## src/rtl/core/sdsf_pkg.sv

```systemverilog
// Package for the segment display scan unit: operation codes and font ROM.
// Used by sdsf_store and segment_display_scan_with_font_unit; no dependencies.
package sdsf_pkg;

    // Operation codes carried by an input beat.
    typedef enum logic [1:0] {
        OP_WRITE_CHAR = 2'd0,
        OP_WRITE_RAW  = 2'd1,
        OP_SCAN       = 2'd2,
        OP_NONE       = 2'd3
    } op_t;

    typedef logic [15:0] pattern_t;

    localparam pattern_t SPECIAL_PATTERN = 16'h63E9;
    localparam logic [7:0] FONT_FIRST    = 8'h20;
    localparam logic [7:0] FONT_END      = 8'h80;
    localparam int FONT_SIZE             = 96;

    // Segment patterns for character codes 0x20 through 0x7F.
    localparam pattern_t FONT_ROM [0:FONT_SIZE-1] = '{
        16'h0000, 16'h0140, 16'h1100, 16'h1794, 16'h56B4, 16'h6C9A, 16'h2E29, 16'h0800,
        16'h0808, 16'h2002, 16'h2C1A, 16'h1414, 16'h0002, 16'h0410, 16'h0040, 16'h0802,
        16'h4BA3, 16'h0980, 16'h0332, 16'h03B0, 16'h5414, 16'h4628, 16'h46B1, 16'h4380,
        16'h47B1, 16'h47B0, 16'h0220, 16'h02A0, 16'h0C08, 16'h0430, 16'h2012, 16'h4354,
        16'h07A5, 16'h4791, 16'h13B4, 16'h4221, 16'h13A4, 16'h4631, 16'h4611, 16'h42B1,
        16'h4591, 16'h1224, 16'h01A1, 16'h4C09, 16'h4021, 16'h6981, 16'h6189, 16'h43A1,
        16'h4711, 16'h43A9, 16'h4719, 16'h46B0, 16'h1204, 16'h41A1, 16'h4803, 16'h418B,
        16'h280A, 16'h2804, 16'h0A22, 16'h2222, 16'h2C14, 16'h0A28, 16'h000A, 16'h0020,
        16'h2000, 16'h04A9, 16'h44B1, 16'h0431, 16'h05B1, 16'h0423, 16'h4601, 16'h23B0,
        16'h4491, 16'h0880, 16'h08A0, 16'h4419, 16'h4001, 16'h0495, 16'h0491, 16'h04B1,
        16'h4E01, 16'h2390, 16'h0411, 16'h0038, 16'h4421, 16'h00A1, 16'h0003, 16'h008B,
        16'h041A, 16'h45B0, 16'h0422, 16'h2622, 16'h1004, 16'h0A38, 16'h0200, 16'h7FFF
    };

    // Font lookup; codes outside the printable range give the special pattern.
    function automatic pattern_t font_lookup(input logic [7:0] code);
        logic [7:0] offset;
        begin
            offset = code - FONT_FIRST;
            if (code >= FONT_FIRST && code < FONT_END)
            begin
                font_lookup = FONT_ROM[offset[6:0]];
            end
            else
            begin
                font_lookup = SPECIAL_PATTERN;
            end
        end
    endfunction

endpackage

```

## src/rtl/core/sdsf_store.sv

```systemverilog
// Pattern store: one write port, two registered read ports, per-entry valid bits.
// Depends on sdsf_pkg for the pattern type.
module sdsf_store #(
    parameter int DEPTH = 16,
    parameter int AW    = 4,
    parameter int IW    = 5
) (
    input  logic                clk,
    input  logic                rst_n,
    input  logic                wr_en,
    input  logic [AW-1:0]       wr_addr,
    input  sdsf_pkg::pattern_t  wr_data,
    input  logic                rd_en,
    input  logic [IW-1:0]       rd_addr_a,
    input  logic [IW-1:0]       rd_addr_b,
    output sdsf_pkg::pattern_t  rd_data_a,
    output sdsf_pkg::pattern_t  rd_data_b
);
    import sdsf_pkg::*;

    pattern_t           mem [0:DEPTH-1];
    logic [DEPTH-1:0]   valid_reg;
    logic               hit_a_reg;
    logic               hit_b_reg;
    pattern_t           data_a_reg;
    pattern_t           data_b_reg;
    logic               in_range_a;
    logic               in_range_b;
    logic [AW-1:0]      idx_a;
    logic [AW-1:0]      idx_b;

    // An index past the store reads as zero.
    assign in_range_a = (rd_addr_a < IW'(DEPTH));
    assign in_range_b = (rd_addr_b < IW'(DEPTH));
    assign idx_a      = rd_addr_a[AW-1:0];
    assign idx_b      = rd_addr_b[AW-1:0];

    // Memory array: write and registered reads.
    always_ff @(posedge clk)
    begin
        if (wr_en)
        begin
            mem[wr_addr] <= wr_data;
        end
        if (rd_en)
        begin
            data_a_reg <= mem[idx_a];
            data_b_reg <= mem[idx_b];
        end
    end

    // Valid bits stand in for the all-zero reset of the store.
    always_ff @(posedge clk or negedge rst_n)
    begin
        if (!rst_n)
        begin
            valid_reg <= '0;
            hit_a_reg <= 1'b0;
            hit_b_reg <= 1'b0;
        end
        else
        begin
            if (wr_en)
            begin
                valid_reg[wr_addr] <= 1'b1;
            end
            if (rd_en)
            begin
                hit_a_reg <= in_range_a && valid_reg[idx_a];
                hit_b_reg <= in_range_b && valid_reg[idx_b];
            end
        end
    end

    assign rd_data_a = hit_a_reg ? data_a_reg : '0;
    assign rd_data_b = hit_b_reg ? data_b_reg : '0;

endmodule

```

## src/rtl/core/segment_display_scan_with_font_unit.sv

```systemverilog
// Top level of the multiplexed 14-segment display scan unit.
// Depends on sdsf_pkg and sdsf_store.
//
// Channel   Direction  Handshake              Payload
// in        input      in_valid / in_ready    operation, position, char_code, raw_pattern
// out       output     out_valid / out_ready  column_select, column_index,
//                                             first_pattern, second_pattern
//
// A write beat updates the store at its accept edge and gives no result.
// A scan beat reads both patterns at its accept edge; the result is offered from that
// edge on and can leave at the next one.
// One beat per cycle is taken; the output register holding a result blocks input
// only while it is full and out_ready is low.
// Reset clears the column counter, the output valid flag and the store valid bits.
module segment_display_scan_with_font_unit #(
    parameter int DIGIT_COUNT  = 16,
    parameter int SCAN_COLUMNS = 8
) (
    input  logic               clk,
    input  logic               rst_n,
    input  logic               in_valid,
    output logic               in_ready,
    input  sdsf_pkg::op_t      operation,
    input  logic [3:0]         position,
    input  logic [7:0]         char_code,
    input  sdsf_pkg::pattern_t raw_pattern,
    output logic               out_valid,
    input  logic               out_ready,
    output logic [7:0]         column_select,
    output logic [2:0]         column_index,
    output sdsf_pkg::pattern_t first_pattern,
    output sdsf_pkg::pattern_t second_pattern
);
    import sdsf_pkg::*;

    localparam int AW = (DIGIT_COUNT > 1) ? $clog2(DIGIT_COUNT) : 1;
    localparam int CW = (SCAN_COLUMNS > 1) ? $clog2(SCAN_COLUMNS) : 1;
    localparam int IW = ((CW > AW) ? CW : AW) + 1;
    localparam int XW = (CW > 3) ? CW : 3;

    logic              in_fire;
    logic              scan_fire;
    logic              wr_en;
    logic              pos_in_range;
    pattern_t          wr_data;
    logic [CW-1:0]     col_reg;
    logic [CW-1:0]     col_next;
    logic [IW-1:0]     rd_addr_a;
    logic [IW-1:0]     rd_addr_b;
    logic [XW-1:0]     col_ext;
    logic [7:0]        select_next;
    logic              out_valid_reg;
    logic              out_valid_next;
    logic [7:0]        column_select_reg;
    logic [2:0]        column_index_reg;

    // Input handshake: take a beat unless a result is stuck in the output register.
    assign in_ready  = !out_valid_reg || out_ready;
    assign in_fire   = in_valid && in_ready;
    assign scan_fire = in_fire && (operation == OP_SCAN);

    // Write path: font lookup or raw pattern, ignored past the store.
    assign pos_in_range = (32'(position) < DIGIT_COUNT);
    assign wr_en        = in_fire && pos_in_range
                          && (operation == OP_WRITE_CHAR || operation == OP_WRITE_RAW);
    assign wr_data      = (operation == OP_WRITE_CHAR) ? font_lookup(char_code) : raw_pattern;

    // Read addresses for both modules of the current column.
    assign rd_addr_a = IW'(col_reg);
    assign rd_addr_b = IW'(col_reg) + IW'(DIGIT_COUNT / 2);

    // Column select byte: one-cold with bit 7 at column 0, all ones past column 7.
    assign col_ext     = XW'(col_reg);
    assign select_next = (32'(col_reg) < 32'd8) ? ~(8'h80 >> col_ext[2:0]) : 8'hFF;

    assign col_next = (32'(col_reg) == SCAN_COLUMNS - 1) ? '0 : col_reg + CW'(1);

    sdsf_store #(
        .DEPTH (DIGIT_COUNT),
        .AW    (AW),
        .IW    (IW)
    ) u_store (
        .clk       (clk),
        .rst_n     (rst_n),
        .wr_en     (wr_en),
        .wr_addr   (AW'(position)),
        .wr_data   (wr_data),
        .rd_en     (scan_fire),
        .rd_addr_a (rd_addr_a),
        .rd_addr_b (rd_addr_b),
        .rd_data_a (first_pattern),
        .rd_data_b (second_pattern)
    );

    // Output valid flag follows scan beats and drains on out_ready.
    always_comb
    begin
        out_valid_next = out_valid_reg;
        if (out_valid_reg && out_ready)
        begin
            out_valid_next = 1'b0;
        end
        if (scan_fire)
        begin
            out_valid_next = 1'b1;
        end
    end

    // Control registers.
    always_ff @(posedge clk or negedge rst_n)
    begin
        if (!rst_n)
        begin
            out_valid_reg <= 1'b0;
            col_reg       <= '0;
        end
        else
        begin
            out_valid_reg <= out_valid_next;
            if (scan_fire)
            begin
                col_reg <= col_next;
            end
        end
    end

    // Result column fields, captured with the store read.
    always_ff @(posedge clk)
    begin
        if (scan_fire)
        begin
            column_select_reg <= select_next;
            column_index_reg  <= col_ext[2:0];
        end
    end

    assign out_valid     = out_valid_reg;
    assign column_select = column_select_reg;
    assign column_index  = column_index_reg;

    // A scan beat always leaves a result in the output register.
    assert property (@(posedge clk) disable iff (!rst_n) scan_fire |=> out_valid_reg)
        else $error("scan beat did not produce a result");

    // A result appears only after a scan beat.
    assert property (@(posedge clk) disable iff (!rst_n)
        $rose(out_valid_reg) |-> $past(scan_fire))
        else $error("result without a scan beat");

    // The column counter stays below the column count.
    assert property (@(posedge clk) disable iff (!rst_n)
        32'(col_reg) < SCAN_COLUMNS)
        else $error("column counter out of range");

    // At most one column is selected at a time.
    assert property (@(posedge clk) disable iff (!rst_n)
        out_valid_reg |-> $countones(~column_select_reg) <= 1)
        else $error("more than one column selected");

endmodule

```

## config.mk

```make
export PLATFORM = sky130hd
export DESIGN_NAME = segment_display_scan_with_font_unit
export DESIGN_NICKNAME = d
export VERILOG_FILES = /design/src/rtl/core/sdsf_pkg.sv /design/src/rtl/core/sdsf_store.sv /design/src/rtl/core/segment_display_scan_with_font_unit.sv
export SDC_FILE = /design/constraint.sdc
export NUM_CORES = 1
export LEC_CHECK = 0
export ABC_AREA = 1
export BUFFER_PORTS_ARGS = -buffer_cell sky130_fd_sc_hd__buf_4
export CAP_MARGIN = 20
export CORE_MARGIN = 2
export CORE_UTILIZATION = 40
export CTS_BUF_LIST = sky130_fd_sc_hd__clkbuf_8
export CTS_CLUSTER_DIAMETER = 50
export DETAILED_ROUTE_END_ITERATION = 8
export RECOVER_POWER = 25
export SETUP_SLACK_MARGIN = 0.3
export SLEW_MARGIN = 25
export SYNTH_ARGS = -nofsm -noshare
export SYNTH_HDL_FRONTEND = slang
export SYNTH_SLANG_ARGS = --single-unit
```

## constraint.sdc

```tcl
create_clock -name clk -period 3.79 [get_ports clk]
set_input_delay 0.1895 -clock clk [delete_from_list [all_inputs] [get_ports clk]]
set_output_delay 0.1895 -clock clk [all_outputs]
set_load 0.005 [all_outputs]
```

# Word level (Yosys, flattened, before mapping)
# Memories as Yosys holds them, arrays and structs flattened. A register that Yosys moved wholly into a read port is not among the register bits.
# Index checks and enable logic that the tools add are counted.
[word_totals]
reg_bits = 33
mem_bits_rw = 256
mem_bits_ro = 2048
output_inout_bits = 45
memories = 2
[mem_list]
columns = ["memory", "words", "width", "rd", "rd_clocked_by_memory_dff", "wr", "line_no", "source"]
rows = [
  ["(name not given)", 128, 16, 1, 0, 0, "sdsf_pkg.sv:43", "font_lookup = FONT_ROM[offset[6:0]];"],
  ["u_store.mem", 16, 16, 2, 2, 1, "sdsf_store.sv:21", "pattern_t mem [0:DEPTH-1];"],
]
[classes]
n_addsub = 3
order_cmp = 9
n_eq_ne = 3
shifts = 1
n_mux = 17
n_bitwise = 3
n_reduce_logical = 13
[op_table]
columns = ["operator", "n"]
rows = [
  ["$mux W16", 6],
  ["$or A16 B16 Y16", 1],
  ["$lt A3 B5 Y1 const B", 2],
  ["$lt A4 B5 Y1 const B", 2],
  ["$ge A8 B6 Y1 const B", 1],
  ["$ge A8 B8 Y1 const B", 1],
  ["$logic_and A1 B1 Y1", 8],
  ["$lt A8 B8 Y1 const B", 1],
  ["$not A7 Y8", 1],
  ["$not A8 Y8", 1],
  ["$shr A8 B3 Y8 const A", 1],
  ["$mux W1", 7],
  ["$sub A7 B6 Y7 const B", 1],
  ["$add A3 B4 Y5 const B", 1],
  ["$lt A5 B5 Y1 const B", 1],
  ["$bmux W1 S4", 1],
  ["$demux W1 S4", 1],
  ["$ge A4 B1 Y1 const B", 1],
  ["$add A3 B1 Y3 const B", 1],
  ["$bmux W1 S3", 1],
  ["$eq A3 B3 Y1 const B", 1],
  ["$mux W3", 1],
  ["$eq A2 B1 Y1 const B", 1],
  ["$eq A2 B2 Y1 const B", 1],
  ["4 further kinds", 5],
]

# Longest topological paths before layout
# Gate-level depths: netlist of the first run.
[logic_depth]
depth_word = 7
ltp_mapped = 13
mapped_depth_nobuf = 12

# Modules after synthesis
# From an unflattened synthesis of the first run, not the netlist that was laid out.
[unflattened]
hier_cells = 1927
hier_area_um2 = 17418.0
[by_module_without_submodules]
columns = ["mod", "n_inst", "cells_each", "area_per_inst_um2", "seq_area_each_um2"]
rows = [
  ["sdsf_store", 1, 1486, 14808.0, 9098.7],
  ["segment_display_scan_with_font_unit", 1, 441, 2610.0, 430.4],
]

# Worst setup path before layout of the first run
# OpenSTA, ideal clock, no wires.
[synth_path]
path_kind = "reg2reg"
from = "register out_valid_reg, in the netlist out_valid"
to = "register col_reg[2], in the netlist col_ext[2]"
t_arrival_ns = 2.958
required_time_ns = 3.698
path_slack_ns = 0.740
path_stages_with_launch = 6
path_buffers = 0
period_less_slack_ns = 3.050
path_cell_list = "dfrtp_1 -> nand2_1 -> nand2_1 -> nor3_2 -> inv_1 -> o21ai_0"
[synth_via]
elab_chain_len = 4
[synth_lines]
columns = ["item", "line_no", "source"]
rows = [
  ["start: declaration", "segment_display_scan_with_font_unit.sv:52", "logic out_valid_reg;"],
  ["start signal: assignment", "segment_display_scan_with_font_unit.sv:119", "out_valid_reg <= out_valid_next;"],
  ["$logic_not A1 Y1", "segment_display_scan_with_font_unit.sv:58", "assign in_ready = !out_valid_reg || out_ready;"],
  ["$logic_or A1 B1 Y1", "segment_display_scan_with_font_unit.sv:58", ""],
  ["named net in_ready", "segment_display_scan_with_font_unit.sv:22", "output logic in_ready,"],
  ["$logic_and A1 B1 Y1", "segment_display_scan_with_font_unit.sv:59", "assign in_fire = in_valid && in_ready;"],
  ["$logic_and A1 B1 Y1", "segment_display_scan_with_font_unit.sv:60", "assign scan_fire = in_fire && (operation == OP_SCAN);"],
  ["end signal: assignment", "segment_display_scan_with_font_unit.sv:122", "col_reg <= col_next;"],
  ["end: declaration", "segment_display_scan_with_font_unit.sv:46", "logic [CW-1:0] col_reg;"],
]
# The timed path passes the listed nets, and every way through them passes these cells.
# A chain may end at the register's enable or synchronous reset.

# Worst setup path after layout of the first run
[layout_path]
from = "register out_valid_reg, in the netlist out_valid"
to = "register u_store.hit_a_reg"
[layout_via]
elab_chain_len = 4
[layout_lines]
columns = ["item", "line_no", "source"]
rows = [
  ["$logic_not A1 Y1", "segment_display_scan_with_font_unit.sv:58", ""],
  ["$logic_or A1 B1 Y1", "segment_display_scan_with_font_unit.sv:58", ""],
  ["$logic_and A1 B1 Y1", "segment_display_scan_with_font_unit.sv:59", ""],
  ["$logic_and A1 B1 Y1", "segment_display_scan_with_font_unit.sv:60", ""],
  ["end signal: assignment", "sdsf_store.sv:69", "hit_a_reg <= in_range_a && valid_reg[idx_a];"],
  ["end: declaration", "sdsf_store.sv:23", "logic hit_a_reg;"],
]
# No other way between the ends.

==> impl_results.md, run 1 <==
* Status: finished, violations left
* Failing checks: max-capacitance violations, max-slew violations
* Largest Register: u_store.mem
* Synth warn at 0
* N_diodes at 0
* Endpoints failing hold at 0
* DR vias at 10.4k
* Worst-skew pair later-pin latency at 0.59 ns
* Reg2Reg Setup Slack at 1.04 ns
* Synthesized area per cell at 10.5 um^2
* Post-synth EDFFs at 299
* Crit. End Element: flop
* Post-synth cell types at 31
* Slew at the pin closest to its max-slew limit at 1.71 ns
* Post-CTS Hold Buffers at 5
* CORE AREA at 35,300 um^2
* Footprint of the multi-input gates at 4030 um^2
* FP Rows at 69
* Pin count of the biggest net entering global routing at 141
* CP cell instances: nand2_1 > nand2_1 > nor3_1 > clkbuf_2 > o21ai_0 > o21ai_0
* Post-route clock period utilization at 72.5%
* CTS Buf Count at 51
* First-pass GRT wire length at 61,400 um
* RD Place Congestion at 0.956
* Final ANT Viol Nets at 0
* CP Class: reg -> reg
* Drt drc at 0
* Hold Path Sink: u_store.valid_reg[0]$_DFFE_PN0P_
* Sequential cell area at 9530 um^2
* Synth Flop Type: edfxtp_1
* Worst hold path cell count at 4
* Post-Place Setup Slack at 0.915 ns
* Max Buffers Root-to-Sink at 3
* Die Height at 193 um
* Hold Path Origin: position[3]
* Switching part of the total at 33.1%
* Post-layout util at 46.2%
* Initial antenna violation count at 0
* Final setup violation count at 0
* Pwr Density at 600 nW/um^2
* Switch Pwr at 3240 uW
* Clk_skew at 0.0180 ns
* Synth async-reset ratio at 6.85%
* Share of layout cells above drive strength 1 at 13.0%
* Vias per Instance at 5.34
* Worst Path Required at 4.29 ns
* Achievable frequency at 364 MHz
* Largest cells by area after synthesis: edfxtp_1 (63%), nand2_1 (7.7%), o21ai_0 (5.6%)
* Final wirelength at 40,900 um
* First-pass DRT Iterations at 9
* Pleak at 0.00636 uW
* Peak VDD IR at 0.000514 V
* Total global-route track usage at 22.5%
* Post-CTS sizing at 0
* Crit path max fanout at 46
* Worst path slowest cell: clkbuf_2
* CTS clock-pin slew for the worst setup and hold paths at 0.07 ns
* Startpoint Class: flop
* Worst r2r dst: u_store.hit_a_reg$_DFFE_PN0P_
* Post-synthesis register bit count at 321
* Clock Sinks at 321
* Sequential area share after synthesis at 67.0%
* CTS tree: done
* R2R depth at 6
* Sequential power share at 43.7%
* Synthesized area at 14,200 um^2
* Setup_tns at 0 ns
* Worst path max stage delay at 1.08 ns
* Comb pwr share at 26.7%
* Worst EP arrival at 3.25 ns
* Initial Util at 40.3%
* Syn nets at 1,402
* Cells after Synth at 1,352
* I/O Pins at 79
* Relative slew slack at -13.7%
* GRT overflow at 0
* Yosys top cell by area: edfxtp_1
* Vias in the first global route at 10.1k
* Clock power frac at 29.6%
* Worst min path class: in -> reg
* Yosys top cell area share at 63.2%
* Drt wl/cell at 21.0 um
* Setup bufs post-CTS at 0
* Die ar. at 37,100 um^2
* Initial DRC count at 1,074
* IO Port Bufs at 78
* Largest register FFs at 256
* Die Wd at 193 um
* Pint at 6550 uW
* Area Growth Syn to Fin at 14.9%
* Clk root buf: clkbuf_8
* Fillers at 3,363
* Final net count at 1,500
* RSZ-0062 raised after global routing: false
* Tmin final at 2.75 ns
* Worst reg2reg startpoint: out_valid$_DFFE_PN0P_
* Max Slew Vio Count at 162
* Final WS setup at 1.04 ns
* Hpwl dp at 23,800 um
* Maxcap violations at 3
* H-tree Lvls at 2
[cell usage after synthesis (all sizes together) (3+ instances only)]
| cell type | number |
|---|---|
| nand4 | 3 |
| inv | 82 |
| or2 | 16 |
| edfxtp | 299 |
| buf | 31 |
| nor2 | 209 |
| a21oi | 18 |
| o211ai | 3 |
| clkbuf | 42 |
| dfrtp | 22 |
| nand2 | 292 |
| o22ai | 69 |
| nand3 | 74 |
| o21ai | 168 |
| ha | 14 |
[area by class of cell]
type | count | area share, %
clock buffers | 59 | 4.97
well taps | 461 | 3.53
inverters | 84 | 1.94
clock inverters | 32 | 1.22
flip-flops and latches | 321 | 58.4
multi-input cells | 874 | 24.7
repair buffers | 118 | 5.25
[placed cells by master (no fill, tap or decap), drive strengths merged]
cell,instances
clkbuf,103
nand3,74
nand3b,1
nand4,3
inv,98
a31oi,2
o211ai,3
or2,16
clkinv,16
nand2,292
o21ai,168
o21bai,1
edfxtp,299
dlygate4sd3,5
fa,2
bufinv,2
buf,69
nor3,2
nor2,209
dfrtp,22
ha,14
a21oi,18
o22ai,69
[power groups by stage]
stage          Clock, uW  Sequential [uW]  Combinational, uW
6_report            2900             4280               2610
5_1_grt             3110             4300               2950
4_1_cts             2960             4280               2630
3_5_place_dp           0             4350               2620
3_3_place_gp           0             4350               2610
2_1_floorplan          0             4270               1730
[per-stage QoR]
stage               power [uW]  cells  cell area [um^2]  hold slack [ns]
floorplan                 6000   1352             14200           -0.106
global placement          6960   1853             15400            0.100
detailed placement        6980   1853             15400            0.103
CTS                       9880   1949             16400          0.00354
global route             10400   1949             16300           0.0872
finish                    9790   1949             16300           0.0369
[worst max path at each step]
stage / start / endpoint / slack [ns] / cells after the start
after floorplan: out_valid$_DFFE_PN0P_ / col_ext[2]$_DFFE_PN0P_ / 0.74 / 5
after global placement: char_code[1] / u_store.mem[10][11]$_DFFE_PP_ / 0.97 / 9
after CTS: out_valid$_DFFE_PN0P_ / u_store.mem[11][4]$_DFFE_PP_ / 1.38 / 6
final: out_valid$_DFFE_PN0P_ / u_store.hit_a_reg$_DFFE_PN0P_ / 1.04 / 6
after global routing: out_valid$_DFFE_PN0P_ / u_store.hit_a_reg$_DFFE_PN0P_ / 0.76 / 6
after detailed placement: char_code[0] / u_store.mem[10][5]$_DFFE_PP_ / 0.92 / 13
[worst max-delay path, delay by kind of cell (launching register included)]
| kind | cells | cell delay (ns) |
|---|---|---|
| simple gates | 3 | 0.75 |
| buf+inv | 1 | 1.08 |
| compound gates | 2 | 0.43 |
| flops | 1 | 0.39 |
[logic make-up (layout without fill, tap and decap cells)]
kind of cell	count (synthesis)	after routing	synth area share, %
DFF	321	321	67.0
and+or+nand+nor	597	597	17.0
adders and majority gates	16	16	1.51
AOI/OAI and AO/OA	261	261	9.91
buffers and inverters	157	293	4.58
[per-layer routing]
metal,share of wire (%),routed length (um),global-route usage [%],vias to the layer above
li1,-,-,-,4871
met1,42,17200,29.8,5012
met2,48,19600,36.9,432
met3,6.5,2680,3.56,87
met4,3.6,1460,9.31,0
met5,0,0,0,-
Note: power is estimated with default switching activity, not from simulation.
==> run 2, diff against run 1 <==
Clock period 3.79 ns to 2.3 ns, I/O delays scaled along.
==> impl_results.md, run 2 (synthesized netlist as in run 1, its figures left out) <==
* Maxcap violations at 0 (-3)
* GRT overflow at 0 (unchanged)
* Max Buffers Root-to-Sink at 3 (unchanged)
* CTS Buf Count at 49 (-3.9%)
* Die Height at 193 um (unchanged)
* DR vias at 10.7k (+3.0%)
* Vias per Instance at 5.26 (-1.5%)
* Endpoints failing hold at 0 (unchanged)
* Wire length on met1 at 17,200 um (-0.11%)
* RD Place Congestion at 0.987 (+3.2%)
* Status: finished, final reports clean
* Clock power frac at 26.8% (-2.8 points)
* CP Class: reg -> reg
* H-tree Lvls at 2 (unchanged)
* Pint at 10,600 uW (+62%)
* Die ar. at 37,100 um^2 (unchanged)
* Largest register FFs at 256 (unchanged)
* N_diodes at 0 (unchanged)
* Share of layout cells above drive strength 1 at 18.8% (+5.9 points)
* Initial antenna violation count at 0 (unchanged)
* Setup bufs post-CTS at 0 (unchanged)
* CP cell instances: nand2_1 > nand2_1 > nor2_1 > nand3_1 > nor2_1 > buf_12
* Tmin final at 2.03 ns (-0.712 ns)
* Area Growth Syn to Fin at 20.9%
* I/O Pins at 79 (unchanged)
* Pwr Density at 922 nW/um^2 (+54%)
* Startpoint Class: flop
* Achievable frequency at 492 MHz (+35%)
* CORE AREA at 35,300 um^2 (unchanged)
* Worst hold path cell count at 3 (-1)
* CTS clock-pin slew for the worst setup and hold paths at 0.06 ns (about the same)
* R2R depth at 6 (unchanged)
* Post-route clock period utilization at 88.5% (+16 points)
* Total global-route track usage at 21.8% (-0.68 points)
* Switch Pwr at 5230 uW (+61%)
* Drt drc at 0 (unchanged)
* Hpwl dp at 25,700 um (+8.1%)
* Worst path max stage delay at 0.38 ns (-0.70 ns)
* Slew at the pin closest to its max-slew limit at 1.31 ns (-0.391 ns)
* Clock Sinks at 321 (unchanged)
* CTS tree: done
* Routed met2 length at 19,000 um (-3.3%)
* Crit path max fanout at 15 (-67%)
* Clk root buf: clkbuf_8
* Hold Slack at 0.0166 ns (-0.0203 ns)
* Fillers at 3,212 (-4.5%)
* Initial DRC count at 1,085 (+1.0%)
* Final ANT Viol Nets at 0 (unchanged)
* Pleak at 0.00686 uW (+7.9%)
* Final setup violation count at 0 (unchanged)
* Worst min path class: in -> reg
* Comb pwr share at 28.8% (+2.1 points)
* Drt wl/cell at 19.5 um (-7.0%)
* Final wirelength at 39,800 um (-2.8%)
* Clk_skew at 0.0276 ns (+0.00963 ns)
* Worst path slowest cell: dfrtp_1
* FP Rows at 69 (unchanged)
* Vias in the first global route at 10.1k (-0.82%)
* Worst EP arrival at 2.30 ns (-0.95 ns)
* Commonest non-fill, non-tap cell in the layout: edfxtp_1
* Worst Path Required at 2.57 ns (-1.72 ns)
* Setup_tns at 0 ns (unchanged)
* Top Layer Used: met4
* IO Port Bufs at 78 (unchanged)
* First-pass GRT wire length at 60,200 um (-2.0%)
* Most frequent cells in the layout: edfxtp_1 (299), nand2_1 (292), nor2_1 (188)
* Pin count of the biggest net entering global routing at 78 (-45%)
* Met3 WL at 2310 um (-14%)
* First-pass DRT Iterations at 5 (-4)
* Worst r2r dst: u_store.mem[4][13]$_DFFE_PP_
* Hold Path Origin: operation[1]
* Switching part of the total at 33.0% (-0.10 points)
* Die Wd at 193 um (unchanged)
* Hold Path Sink: u_store.data_b_reg[15]$_DFFE_PP_
* RSZ-0062 raised after global routing: true
* Reg2Reg Setup Slack at 0.27 ns (-0.78 ns)
* Worst-skew pair later-pin latency at 0.59 ns (about the same)
* Largest Register: u_store.mem
* Peak VDD IR at 0.000451 V (-12%)
* Worst reg2reg startpoint: out_valid$_DFFE_PN0P_
* Crit. End Element: flop
* Max Slew Vio Count at 0 (-100%)
* Sequential power share at 44.4% (+0.7 points)
* Relative slew slack at 12.3% (+26 points)
* Initial Util at 40.3% (unchanged)
* Final net count at 1,590 (+6.0%)
-- run 2: how the worst max path moves through the flow --
stage | startpoint | to | slack (ns) | depth (start not counted)
finish | out_valid$_DFFE_PN0P_ | u_store.mem[4][13]$_DFFE_PP_ | 0.27 | 6
global route | out_valid$_DFFE_PN0P_ | u_store.mem[4][13]$_DFFE_PP_ | 0.14 | 6
CTS | out_valid$_DFFE_PN0P_ | u_store.mem[5][14]$_DFFE_PP_ | 0.41 | 6
detailed placement | char_code[0] | u_store.mem[11][13]$_DFFE_PP_ | -0.19 | 11
global placement | char_code[1] | u_store.mem[10][3]$_DFFE_PP_ | -0.08 | 13
floorplan | out_valid$_DFFE_PN0P_ | u_store.hit_a_reg$_DFFE_PN0P_ | 0.05 | 6
-- run 2: final cells by class --
type                            instances  area [um^2]  area share, %
Multi-Input combinational cell        874         4080           23.7
Inverter                               84          317           1.84
Clock buffer                           51          702           4.08
Clock inverter                         36          176           1.03
Sequential cell                       321         9530           55.5
Tap cell                              461          577           3.36
Timing Repair Buffer                  210         1800           10.5
-- run 2: power groups by stage --
stage / sequential, uW / clock (uW) / combinational (uW)
CTS: 7040 / 4360 / 4650
global route: 7060 / 4610 / 5140
floorplan: 7040 / 0 / 2860
detailed placement: 7160 / 0 / 4630
global placement: 7150 / 0 / 4590
finish: 7030 / 4250 / 4560
-- run 2: routing by layer --
metal	GRT usage (%)	vias to the layer above
li1	-	5054
met5	0	-
met2	35.3	413
met1	29.5	5167
met4	8.75	0
met3	3.22	80
-- run 2: metrics by stage --
stage          instance area, um^2  setup slack [ns]  instances  total power (uW)  util [%]
2_1_floorplan                14300            0.0483       1352              9890         -
3_3_place_gp                 16300           -0.0810       1944             11700      46.3
3_5_place_dp                 16300            -0.191       1944             11800      46.3
4_1_cts                      17300             0.406       2037             16000      48.9
5_1_grt                      17200             0.141       2037             16800      48.7
6_report                     17200             0.265       2037             15800      48.7
-- run 2: critical path, delay by kind of cell (launching register included) --
| kind | cells | cell delay (ns) |
|---|---|---|
| AND/OR/NAND/NOR | 5 | 1.10 |
| buffers and inverters | 1 | 0.23 |
| flip-flops | 1 | 0.38 |
-- run 2: timing repair --
action,CTS,global route
setup endpoints to repair,0,30
endpoints found under the hold margin,37,0
gates resized for setup,0,0
hold buffers,6,0
